[src/sv/rpps_pkg.sv]
`default_nettype none

package rpps_pkg;

	localparam int RUN_BITS = 16;

	localparam int BYTE_W = 8;
	localparam int CFG_W = 16;
	localparam int CNT_W = 32;
	localparam int FIELD_RUN_W = 16;

	localparam logic [BYTE_W-1:0] CHAR_AT = 8'h40;
	localparam logic [BYTE_W-1:0] CHAR_DOT = 8'h2E;
	localparam logic [BYTE_W-1:0] CHAR_ZERO = 8'h30;
	localparam logic [BYTE_W-1:0] CHAR_NINE = 8'h39;

	localparam logic [CFG_W-1:0] MIN_RUN_RESET = CFG_W'(9);

	typedef logic [RUN_BITS-1:0] run_t;

	typedef struct packed {
		logic [CNT_W-1:0]       record_number;
		logic                   pii_flag;
		logic                   email_like;
		logic [FIELD_RUN_W-1:0] longest_digit_run;
		logic [CNT_W-1:0]       flagged_total;
	} rpps_result_t;

endpackage

`default_nettype wire

[src/sv/rpps_if.sv]
`default_nettype none

interface rpps_in_if;
	logic                      valid;
	logic                      ready;
	logic [rpps_pkg::BYTE_W-1:0] data_byte;
	logic                      last_in_record;

	modport source (output valid, output data_byte, output last_in_record, input ready);
	modport sink (input valid, input data_byte, input last_in_record, output ready);
endinterface

interface rpps_out_if;
	logic                             valid;
	logic                             ready;
	logic [rpps_pkg::CNT_W-1:0]       record_number;
	logic                             pii_flag;
	logic                             email_like;
	logic [rpps_pkg::FIELD_RUN_W-1:0] longest_digit_run;
	logic [rpps_pkg::CNT_W-1:0]       flagged_total;

	modport source (
		output valid, output record_number, output pii_flag, output email_like,
		output longest_digit_run, output flagged_total, input ready
	);
	modport sink (
		input valid, input record_number, input pii_flag, input email_like,
		input longest_digit_run, input flagged_total, output ready
	);
endinterface

interface rpps_cfg_if;
	logic                       valid;
	logic                       ready;
	logic [rpps_pkg::CFG_W-1:0] min_digit_run;

	modport source (output valid, output min_digit_run, input ready);
	modport sink (input valid, input min_digit_run, output ready);
endinterface

`default_nettype wire

[src/sv/rpps_classify.sv]
`default_nettype none

module rpps_classify
	import rpps_pkg::*;
(
	input  wire logic              clk,
	input  wire logic              arst_n,
	input  wire logic              step,
	input  wire logic [BYTE_W-1:0] data_byte,
	input  wire logic              last_in_record,
	input  wire logic [CFG_W-1:0]  min_digit_run,
	output rpps_result_t           result
);

	logic             seen_q;
	logic             interior_at_q;
	logic             first_at_q;
	logic             dot_after_at_q;
	run_t             run_now_q;
	run_t             run_best_q;
	logic [CNT_W-1:0] record_cnt_q;
	logic [CNT_W-1:0] flag_cnt_q;

	logic             is_at;
	logic             is_dot;
	logic             is_digit;
	logic             interior_at_n;
	logic             first_at_n;
	logic             dot_after_at_n;
	run_t             run_now_n;
	run_t             run_best_n;
	logic             email;
	logic             flag;
	logic [CNT_W-1:0] flag_cnt_n;
	logic [31:0]      best_ext;

	always_comb begin
		is_at = (data_byte == CHAR_AT);
		is_dot = (data_byte == CHAR_DOT);
		is_digit = (data_byte >= CHAR_ZERO) && (data_byte <= CHAR_NINE);

		interior_at_n = interior_at_q | (is_at & seen_q & ~last_in_record);
		first_at_n = first_at_q | is_at;
		dot_after_at_n = dot_after_at_q | (is_dot & first_at_q);

		// saturating run counter
		if (!is_digit) begin
			run_now_n = '0;
		end else if (run_now_q == '1) begin
			run_now_n = run_now_q;
		end else begin
			run_now_n = run_now_q + run_t'(1);
		end
		run_best_n = (run_now_n > run_best_q) ? run_now_n : run_best_q;

		email = interior_at_n & dot_after_at_n;
		best_ext = 32'(run_best_n);
		flag = email | (best_ext >= 32'(min_digit_run));
		flag_cnt_n = (flag && flag_cnt_q != '1) ? flag_cnt_q + CNT_W'(1) : flag_cnt_q;

		result.record_number = record_cnt_q;
		result.pii_flag = flag;
		result.email_like = email;
		result.longest_digit_run = (best_ext > 32'h0000_FFFF) ? '1 : best_ext[FIELD_RUN_W-1:0];
		result.flagged_total = flag_cnt_n;
	end

	always_ff @(posedge clk or negedge arst_n) begin
		if (!arst_n) begin
			seen_q <= 1'b0;
			interior_at_q <= 1'b0;
			first_at_q <= 1'b0;
			dot_after_at_q <= 1'b0;
			run_now_q <= '0;
			run_best_q <= '0;
			record_cnt_q <= '0;
			flag_cnt_q <= '0;
		end else if (step) begin
			if (last_in_record) begin
				// record done, clear per-record state
				seen_q <= 1'b0;
				interior_at_q <= 1'b0;
				first_at_q <= 1'b0;
				dot_after_at_q <= 1'b0;
				run_now_q <= '0;
				run_best_q <= '0;
				record_cnt_q <= record_cnt_q + CNT_W'(1);
				flag_cnt_q <= flag_cnt_n;
			end else begin
				seen_q <= 1'b1;
				interior_at_q <= interior_at_n;
				first_at_q <= first_at_n;
				dot_after_at_q <= dot_after_at_n;
				run_now_q <= run_now_n;
				run_best_q <= run_best_n;
			end
		end
	end

endmodule

`default_nettype wire

[src/sv/record_pii_pattern_scanner.sv]
// channel  modport  payload                                            transfer
// src      sink     data_byte, last_in_record                          valid & ready
// res      source   record_number, pii_flag, email_like,               valid & ready
//                   longest_digit_run, flagged_total
// cfg      sink     min_digit_run                                      valid & ready
//
// one byte per cycle while results drain; a record-ending byte waits in the input
// register until stepped, then its record result goes into the result register
// record state and counters update in a single pass of rpps_classify
// arst_n clears all control state and sets min_digit_run to 9
// a stalled result holds a record-ending byte and all bytes behind it back
`default_nettype none

module record_pii_pattern_scanner
	import rpps_pkg::*;
(
	input  wire logic   clk,
	input  wire logic   arst_n,
	rpps_in_if.sink     src,
	rpps_out_if.source  res,
	rpps_cfg_if.sink    cfg
);

	logic              valid_s1;
	logic [BYTE_W-1:0] byte_s1;
	logic              last_s1;
	logic [CFG_W-1:0]  min_run_q;
	logic              out_valid_q;
	rpps_result_t      out_q;

	logic              out_free;
	logic              step;
	rpps_result_t      result;

	assign out_free = ~out_valid_q | res.ready;
	assign step = valid_s1 & (~last_s1 | out_free);
	assign src.ready = ~valid_s1 | step;
	assign cfg.ready = 1'b1;

	rpps_classify u_classify (
		.clk            (clk),
		.arst_n         (arst_n),
		.step           (step),
		.data_byte      (byte_s1),
		.last_in_record (last_s1),
		.min_digit_run  (min_run_q),
		.result         (result)
	);

	always_ff @(posedge clk or negedge arst_n) begin
		if (!arst_n) begin
			valid_s1 <= 1'b0;
			out_valid_q <= 1'b0;
			min_run_q <= MIN_RUN_RESET;
		end else begin
			if (src.ready) begin
				valid_s1 <= src.valid;
			end
			if (step && last_s1) begin
				out_valid_q <= 1'b1;
			end else if (res.ready) begin
				out_valid_q <= 1'b0;
			end
			if (cfg.valid) begin
				min_run_q <= cfg.min_digit_run;
			end
		end
	end

	always_ff @(posedge clk) begin
		if (src.valid && src.ready) begin
			byte_s1 <= src.data_byte;
			last_s1 <= src.last_in_record;
		end
		if (step && last_s1) begin
			out_q <= result;
		end
	end

	assign res.valid = out_valid_q;
	assign res.record_number = out_q.record_number;
	assign res.pii_flag = out_q.pii_flag;
	assign res.email_like = out_q.email_like;
	assign res.longest_digit_run = out_q.longest_digit_run;
	assign res.flagged_total = out_q.flagged_total;

endmodule

`default_nettype wire
[src/flat_wrapper.sv]
// flat-port wrapper written by rule: the top's interface ports become plain ports
module record_pii_pattern_scanner_flat import rpps_pkg::*;
  (clk, arst_n, src_valid, src_data_byte, src_last_in_record, src_ready, res_valid, res_record_number, res_pii_flag, res_email_like, res_longest_digit_run, res_flagged_total, res_ready, cfg_valid, cfg_min_digit_run, cfg_ready);
  rpps_in_if src_i ();
  rpps_out_if res_i ();
  rpps_cfg_if cfg_i ();
  input  wire logic clk;
  input  wire logic arst_n;
  input wire logic [$bits(src_i.valid)-1:0] src_valid;
  input wire logic [$bits(src_i.data_byte)-1:0] src_data_byte;
  input wire logic [$bits(src_i.last_in_record)-1:0] src_last_in_record;
  output wire logic [$bits(src_i.ready)-1:0] src_ready;
  output wire logic [$bits(res_i.valid)-1:0] res_valid;
  output wire logic [$bits(res_i.record_number)-1:0] res_record_number;
  output wire logic [$bits(res_i.pii_flag)-1:0] res_pii_flag;
  output wire logic [$bits(res_i.email_like)-1:0] res_email_like;
  output wire logic [$bits(res_i.longest_digit_run)-1:0] res_longest_digit_run;
  output wire logic [$bits(res_i.flagged_total)-1:0] res_flagged_total;
  input wire logic [$bits(res_i.ready)-1:0] res_ready;
  input wire logic [$bits(cfg_i.valid)-1:0] cfg_valid;
  input wire logic [$bits(cfg_i.min_digit_run)-1:0] cfg_min_digit_run;
  output wire logic [$bits(cfg_i.ready)-1:0] cfg_ready;
  assign src_i.valid = src_valid;
  assign src_i.data_byte = src_data_byte;
  assign src_i.last_in_record = src_last_in_record;
  assign src_ready = src_i.ready;
  assign res_valid = res_i.valid;
  assign res_record_number = res_i.record_number;
  assign res_pii_flag = res_i.pii_flag;
  assign res_email_like = res_i.email_like;
  assign res_longest_digit_run = res_i.longest_digit_run;
  assign res_flagged_total = res_i.flagged_total;
  assign res_i.ready = res_ready;
  assign cfg_i.valid = cfg_valid;
  assign cfg_i.min_digit_run = cfg_min_digit_run;
  assign cfg_ready = cfg_i.ready;
  record_pii_pattern_scanner u_core (.clk(clk), .arst_n(arst_n), .src(src_i), .res(res_i), .cfg(cfg_i));
endmodule
[config.mk]
export PLATFORM = sky130hd
export DESIGN_NAME = record_pii_pattern_scanner_flat
export DESIGN_NICKNAME = d
export VERILOG_FILES = /design/src/sv/rpps_pkg.sv /design/src/sv/rpps_if.sv /design/src/sv/rpps_classify.sv /design/src/sv/record_pii_pattern_scanner.sv /design/src/flat_wrapper.sv
export SDC_FILE = /design/constraint.sdc
export NUM_CORES = 1
export LEC_CHECK = 0
export BUFFER_PORTS_ARGS = -buffer_cell sky130_fd_sc_hd__buf_2
export CAP_MARGIN = 20
export CELL_PAD_IN_SITES_DETAIL_PLACEMENT = 2
export CELL_PAD_IN_SITES_GLOBAL_PLACEMENT = 2
export CORE_MARGIN = 2
export CORE_UTILIZATION = 35
export CTS_BUF_LIST = sky130_fd_sc_hd__clkbuf_8
export DETAILED_ROUTE_END_ITERATION = 12
export MAX_ROUTING_LAYER = met4
export PLACE_DENSITY_LB_ADDON = 0.1
export SYNTH_ARGS = -nofsm -noshare
export SYNTH_HDL_FRONTEND = slang
export SYNTH_SLANG_ARGS = --single-unit
[constraint.sdc]
create_clock -name clk -period 11.69 [get_ports clk]
set_clock_uncertainty 0.2 [all_clocks]
set_input_delay 1.169 -clock clk [delete_from_list [all_inputs] [get_ports clk]]
set_output_delay 1.169 -clock clk [all_outputs]
set_load 0.01 [all_outputs]
==> results of run 1 <==
## power by group through the flow
stage	Clock, W	Combinational (W)	Sequential (W)
6_report	0.000644	0.000404	0.000852
2_1_floorplan	0	0.000274	0.000867
5_1_grt	0.000704	0.000445	0.000857
3_5_place_dp	0	0.000406	0.000866
4_1_cts	0.000670	0.000408	0.000853
3_3_place_gp	0	0.000384	0.000862
## per-layer routing
| layer | routed length [um] | share of wire (%) | track usage [%] | up-vias |
|---|---|---|---|---|
| met4 | 517 | 2.0 | 5.57 | 0 |
| met2 | 13400 | 52 | 33.7 | 99 |
| met1 | 10900 | 43 | 22.5 | 3462 |
| li1 | - | - | - | 3251 |
| met5 | 0 | 0 | - | - |
| met3 | 785 | 3.1 | 2.85 | 37 |
## sequential cells by signal, summed over array words and instances (netlist names)
signal / cells
u_core.byte_s1: 8
u_core.last_s1: 1
u_core.min_run_q: 16
u_core.res.email_like: 1
u_core.res.flagged_total: 32
u_core.res.longest_digit_run: 16
u_core.res.pii_flag: 1
u_core.res.record_number: 32
u_core.res.valid: 1
u_core.u_classify.dot_after_at_q: 1
u_core.u_classify.first_at_q: 1
u_core.u_classify.flag_cnt_q: 32
u_core.u_classify.interior_at_q: 1
u_core.u_classify.record_cnt_q: 32
u_core.u_classify.run_best_q: 16
u_core.u_classify.run_now_q: 16
u_core.u_classify.seen_q: 1
u_core.valid_s1: 1
## layout make-up
cell class                      instances  area (um2)
Fill cell                            2849       15700
Sequential cell                       209        5690
Multi-Input combinational cell        559        3730
Timing Repair Buffer                  122         656
Clock buffer                           41         564
Tap cell                              372         465
Inverter                               43         164
Clock inverter                         31         141
## worst paths after layout
check	slack [ns]	startpoint	depth (start not counted)	end
setup / recovery	4.11	u_core.u_classify.run_now_q[0]	20	u_core.res.flagged_total[23]
hold / removal	0.26	u_core.u_classify.record_cnt_q[31]	1	u_core.u_classify.record_cnt_q[31]
setup reg to reg	4.11	u_core.u_classify.run_now_q[0]	20	u_core.res.flagged_total[23]
hold reg to reg	0.26	u_core.u_classify.record_cnt_q[31]	1	u_core.u_classify.record_cnt_q[31]
max in group asynchronous	9.25	arst_n	3	u_core.u_classify.record_cnt_q[12]
min in group asynchronous	0.39	arst_n	1	u_core.min_run_q[1]
## per-stage QoR
step	util, %	instance area, um2	setup slack (ns)
floorplan	-	9720	6.21
global placement	39.4	10700	4.54
detailed placement	39.4	10700	4.16
CTS	42.0	11400	4.15
global route	42.1	11400	3.51
finish	42.1	11400	4.11
## worst max-delay path, cell delays in order (launching register included)
cell,delay [ns]
dfrtp_1,0.43
ha_1,0.26
nand2_1,0.14
nor4_4,0.46
nand2_2,0.31
nand4_1,0.21
xor2_1,0.22
nor2_2,0.08
ha_1,0.36
nand4_1,0.13
nor4_1,0.44
a211oi_1,0.16
a41oi_2,0.90
buf_4,0.37
mux2_2,0.37
ha_1,0.30
nand4_1,0.12
o41ai_1,0.86
nor2_1,0.32
nor3_1,0.31
mux2_2,0.37
## cell families after synthesis
kind of cell,count (synthesis),share of synthesized area (%)
simple gates,308,16.1
flops,209,58.5
compound gates,101,6.90
xor+xnor,100,9.01
buf+inv,73,3.28
fa+ha+maj,35,4.51
mux,14,1.64
other cells,1,0.0386
## Yosys cell counts, drive strengths merged, types with 6 or more instances
cell,count,area share [%]
or2,6,0.39
nand3,43,2.2
xor2,58,5.2
nand2,92,3.6
o21ai,38,2.0
a21oi,18,0.97
inv,42,1.6
a211o,6,0.55
a22o,15,1.4
dfrtp,116,30
nor2,58,2.3
clkbuf,12,0.46
edfxtp,91,28
ha,35,4.5
nor4,12,1.1
and3,6,0.39
nand4,22,1.5
buf,18,1.2
and2,7,0.45
xnor2,42,3.8
nor3,40,2.3
mux2,9,1.1
## placed cells by master (no fill, tap or decap), types with 5 or more instances in the layout
cell type / n
buf_4: 9
and2_1: 5
a22o_1: 15
and3_1: 6
mux2i_1: 5
xnor2_1: 42
nand3_1: 43
clkinv_1: 11
a211oi_1: 5
inv_1: 55
edfxtp_1: 91
nor3_1: 37
and4_1: 5
or2_2: 5
a211o_1: 5
ha_1: 35
mux2_2: 6
nor4_1: 9
nand4_1: 21
o21ai_0: 36
nor2_1: 56
xor2_1: 58
clkbuf_8: 41
a21oi_1: 17
buf_2: 112
nand2_1: 91
dfrtp_1: 116
==> results.toml, run 1 <==
[synth]
synth_cells = 841
yosys_warnings = 0
synthArstFlopShare_pct = 56.5
synth_flop_cell = "dfrtp_1"
synth_enable_flop_cells = 91
synthesis.nets = 906
seq_area_frac_synth_pct = 58.5
yosysUniqueCellTypes = 64
ys_ff_latch = 209
synth.avg_cell_area_um2 = 11.6
synthesis.area_um2 = 9720

[detailed_routing]
drt_iter0_drc = 293
route.detailed.drc = 0
first_pass_iters = 4
routed_wirelength_mm = 25.7
wl_per_cell_um = 18.6
num_vias = 6849
viasPerCell = 4.97
postRouteAntennaNets = 0

[power_and_ir_drop]
clkPwrFrac_pct = 33.9
switching_share_pct = 32.7
powerDensity_nw_per_um2 = 166
p_leak_nw = 4.99
p_comb_share_pct = 21.3
p_int_w = 0.00128
p_switching_w = 0.000622
p_seq_share_pct = 44.9
fin_total_pwr_w = 0.00190
peakVddDrop_uv = 136

[clock_tree]
holdBufCountCts = 0
ctsResizeCount = 0
cts_tree = "built"
htreeDepth = 2
path_clk_slew_ns = 0.06
cts_buffers = 39
clk_latency_ns = 0.55
post_cts.repair.setup_buffers = 0
cts.path.max_buffers = 3
cts_root_buf = "clkbuf_8"
cts.sink_count = 209

[final_layout]
syn_to_final_growth_pct = 17.4
drive_gt1_share_pct = 20.3
nets = 1039
instances_no_fill = 1377
antenna_cells = 0

[sta]
finalSetupViolCount = 0
rsz0062_at_grt = "false"
post-route-period-util_pct = 64.8
hold_violations = 0
clock.fmax_ghz = 0.132
period_needed_ns = 7.58
slew_violations = 0
holdWs_ns = 0.261
tightest_slew_ns = 1.11
slew_headroom_pct = 25.9
setup_tns_ns = 0

[floorplanning]
pin_count = 115
start_util_pct = 35.9
rows = 60
coreArea_um2 = 27100
chipHeight_um = 171
die-area_um2 = 29100
die_x_um = 171

[worst_setup_path]
path_class = "reg -> reg"
cp.required_ns = 11.79
crit_fanout = 25
cp.arrival_ns = 7.68
cp-end-kind = "flop"
crit_path_start_kind = "flop"

[grt]
overflow = 0
grt_pass1_vias = 7833
grt_first_pass_wirelength_mm = 42.6
antenna_found_initial = 0
grt_usage_pct = 19.0
grt_max_degree = 92

[hold_path]
min_path_type = "reg -> reg"

[place]
gp_congestion = 0.844
port-buffer-count = 113
place_inst = 1304
dp_hpwl_mm = 18.0

[run_status]
status = "finished clean"

[run]
drv_cap = 0
Note: power is estimated with default switching activity, not from simulation.
==> run 2: changes to the inputs <==
- ABC_AREA: not set -> 1
- clock period: 11.69 -> 7.48 ns (I/O delays scaled with it)
==> run 2 against run 1 <==
Against the previous run: highest routed layer unchanged; synthesized cell count increased by 52%; routed wire length increased by 26%; count of clock-buffer cells in the layout increased by 7; register-to-register slack got worse by 3.0 ns; critical endpoint is now u_core.res.flagged_total[0].
==> results.toml, run 2 <==
[clock_tree]
clk_latency_ns = 0.56
ctsResizeCount = 0
cts_root_buf = "clkbuf_8"
cts_buffers = 39
cts.sink_count = 209
post_cts.repair.setup_buffers = 0
holdBufCountCts = 0
htreeDepth = 2
cts_tree = "built"
path_clk_slew_ns = 0.06
cts.path.max_buffers = 3

[worst_setup_path]
cp.arrival_ns = 6.43
rr_worst_depth = 28
crit_path_start_kind = "flop"
path_class = "reg -> reg"
cp-end-kind = "flop"
cp.required_ns = 7.58
max_stage_delay_ns = 0.58
rrSetupSlack_ns = 1.15
cp_common_cell = "nand2_1"
crit_fanout = 21
slowest_stage = "nand2_1"
r2r-start = "u_core.u_classify.run_now_q[0]"
r2r-end = "u_core.res.flagged_total[0]"

[final_layout]
num-fill-cells = 3487
antenna_cells = 0
nets = 1475
instances_no_fill = 1836
layout_common_cells = "nand2_1 (415), inv_1 (172), nand3_1 (123), dfrtp_1 (116), buf_2 (112)"
drive_gt1_share_pct = 14.0
final_core_util_pct = 41.2
syn_to_final_growth_pct = 16.2
layout_commonest_cell = "nand2_1"

[detailed_routing]
wl_met2_mm = 14.8
postRouteAntennaNets = 0
met1_length_mm = 15.6
dr_wl_met3_mm = 1.26
route.detailed.drc = 0
num_vias = 9002
wl_per_cell_um = 17.6
drt_iter0_drc = 332
first_pass_iters = 4
viasPerCell = 4.90
routed_wirelength_mm = 32.3
dr.max_layer_used = "met4"

[synth]
ys_ff_latch = 209
synth_flop_cell = "dfrtp_1"
synth_top_area_share_pct = 26.8
yosys_warnings = 0
synth_enable_flop_cells = 91
synthesis.nets = 1345
ys_top_cells_by_count = "nand2_1 (415), inv_1 (160), nand3_1 (123), dfrtp_1 (116), nor2_1 (93)"
yosysMostFrequentCell = "nand2_1"
synth_cells = 1280
synth.area.top_cells = "dfrtp_1 (27%), edfxtp_1 (25%), nand2_1 (14%), nand3_1 (5.7%), inv_1 (5.6%)"
synthesis.area_um2 = 10800
synth.avg_cell_area_um2 = 8.45
yosysUniqueCellTypes = 36
synth_top_cell_by_area = "dfrtp_1"
synthArstFlopShare_pct = 56.5
seq_area_frac_synth_pct = 52.6

[sta]
slew_headroom_pct = 30.9
hold_violations = 0
post-route-period-util_pct = 84.7
rsz0062_at_grt = "false"
tightest_slew_ns = 1.04
holdWs_ns = 0.0561
clock.fmax_ghz = 0.158
setup_tns_ns = 0
period_needed_ns = 6.33
slew_violations = 0
finalSetupViolCount = 0

[power_and_ir_drop]
peakVddDrop_uv = 143
p_seq_share_pct = 40.9
powerDensity_nw_per_um2 = 282
p_comb_share_pct = 27.4
p_int_w = 0.00229
switching_share_pct = 35.4
fin_total_pwr_w = 0.00354
clkPwrFrac_pct = 31.7
p_switching_w = 0.00125
p_leak_nw = 6.12

[floorplanning]
die-area_um2 = 32300
pin_count = 115
rows = 64
start_util_pct = 35.5
chipHeight_um = 180
coreArea_um2 = 30500
die_x_um = 180

[grt]
antenna_found_initial = 0
grt_pass1_vias = 9766
grt_first_pass_wirelength_mm = 53.2
grt_usage_pct = 20.9
overflow = 0
grt_max_degree = 86

[place]
dp_hpwl_mm = 23.3
place_inst = 1765
gp_congestion = 0.805
port-buffer-count = 113

[hold_path]
min_path_type = "in -> async"

[run_status]
status = "finished clean"

[run]
drv_cap = 0
run 2: cell families after synthesis:
group | count (synthesis) | synth area share (%)
flip-flops | 209 | 52.6
other | 1 | 0.0347
XOR/XNOR | 45 | 3.64
AND/OR/NAND/NOR | 722 | 29.0
adder cells (fa/ha/maj) | 35 | 4.05
multiplexers | 1 | 0.104
AO/OA/AOI/OAI | 68 | 3.35
buffers and inverters | 199 | 7.25
run 2: stage by stage:
step	area, um2	worst slack, ns
global route	12600	0.496
detailed placement	11800	1.18
global placement	11800	1.50
finish	12600	1.15
floorplan	10800	3.00
CTS	12600	1.07
run 2: metal layers:
metal	GRT usage [%]	vias up
met3	3.32	52
met2	32.8	153
li1	-	4363
met1	28.5	4434
met4	4.85	0
met5	-	-
run 2: final cells by class:
class	instances	area (um2)	share of cell area [%]
repair buffers	120	621	4.94
well taps	396	495	3.94
multi-input cells	872	4350	34.6
flip-flops and latches	209	5690	45.3
clock buffers	48	661	5.26
inverters	168	633	5.04
clock inverters	23	124	0.986
run 2: worst max path at each step:
stage                                              start  depth (start not counted)  slack, ns                           to
final                     u_core.u_classify.run_now_q[0]                         28       1.15  u_core.res.flagged_total[0]
after global routing      u_core.u_classify.run_now_q[0]                         28       0.50  u_core.res.flagged_total[1]
after CTS                 u_core.u_classify.run_now_q[0]                         28       1.07  u_core.res.flagged_total[0]
after detailed placement  u_core.u_classify.run_now_q[0]                         28       1.18  u_core.res.flagged_total[0]
after global placement    u_core.u_classify.run_now_q[0]                         30       1.50  u_core.res.flagged_total[1]
after floorplan           u_core.u_classify.run_now_q[0]                         31       3.00  u_core.res.flagged_total[8]
run 2: critical path: cells and delay by family (launching register included):
kind,cells,cell delay [ns]
buf+inv,4,0.61
compound gates,5,0.94
flops,1,0.42
fa+ha+maj,3,0.73
simple gates,16,3.16
run 2: power groups by stage:
stage | combinational, W | clock (W) | sequential (W)
after floorplan | 0.000630 | 0 | 0.00148
after global placement | 0.000922 | 0 | 0.00147
after detailed placement | 0.000980 | 0 | 0.00147
after CTS | 0.000996 | 0.00116 | 0.00145
after global routing | 0.00112 | 0.00121 | 0.00146
final | 0.000970 | 0.00112 | 0.00145
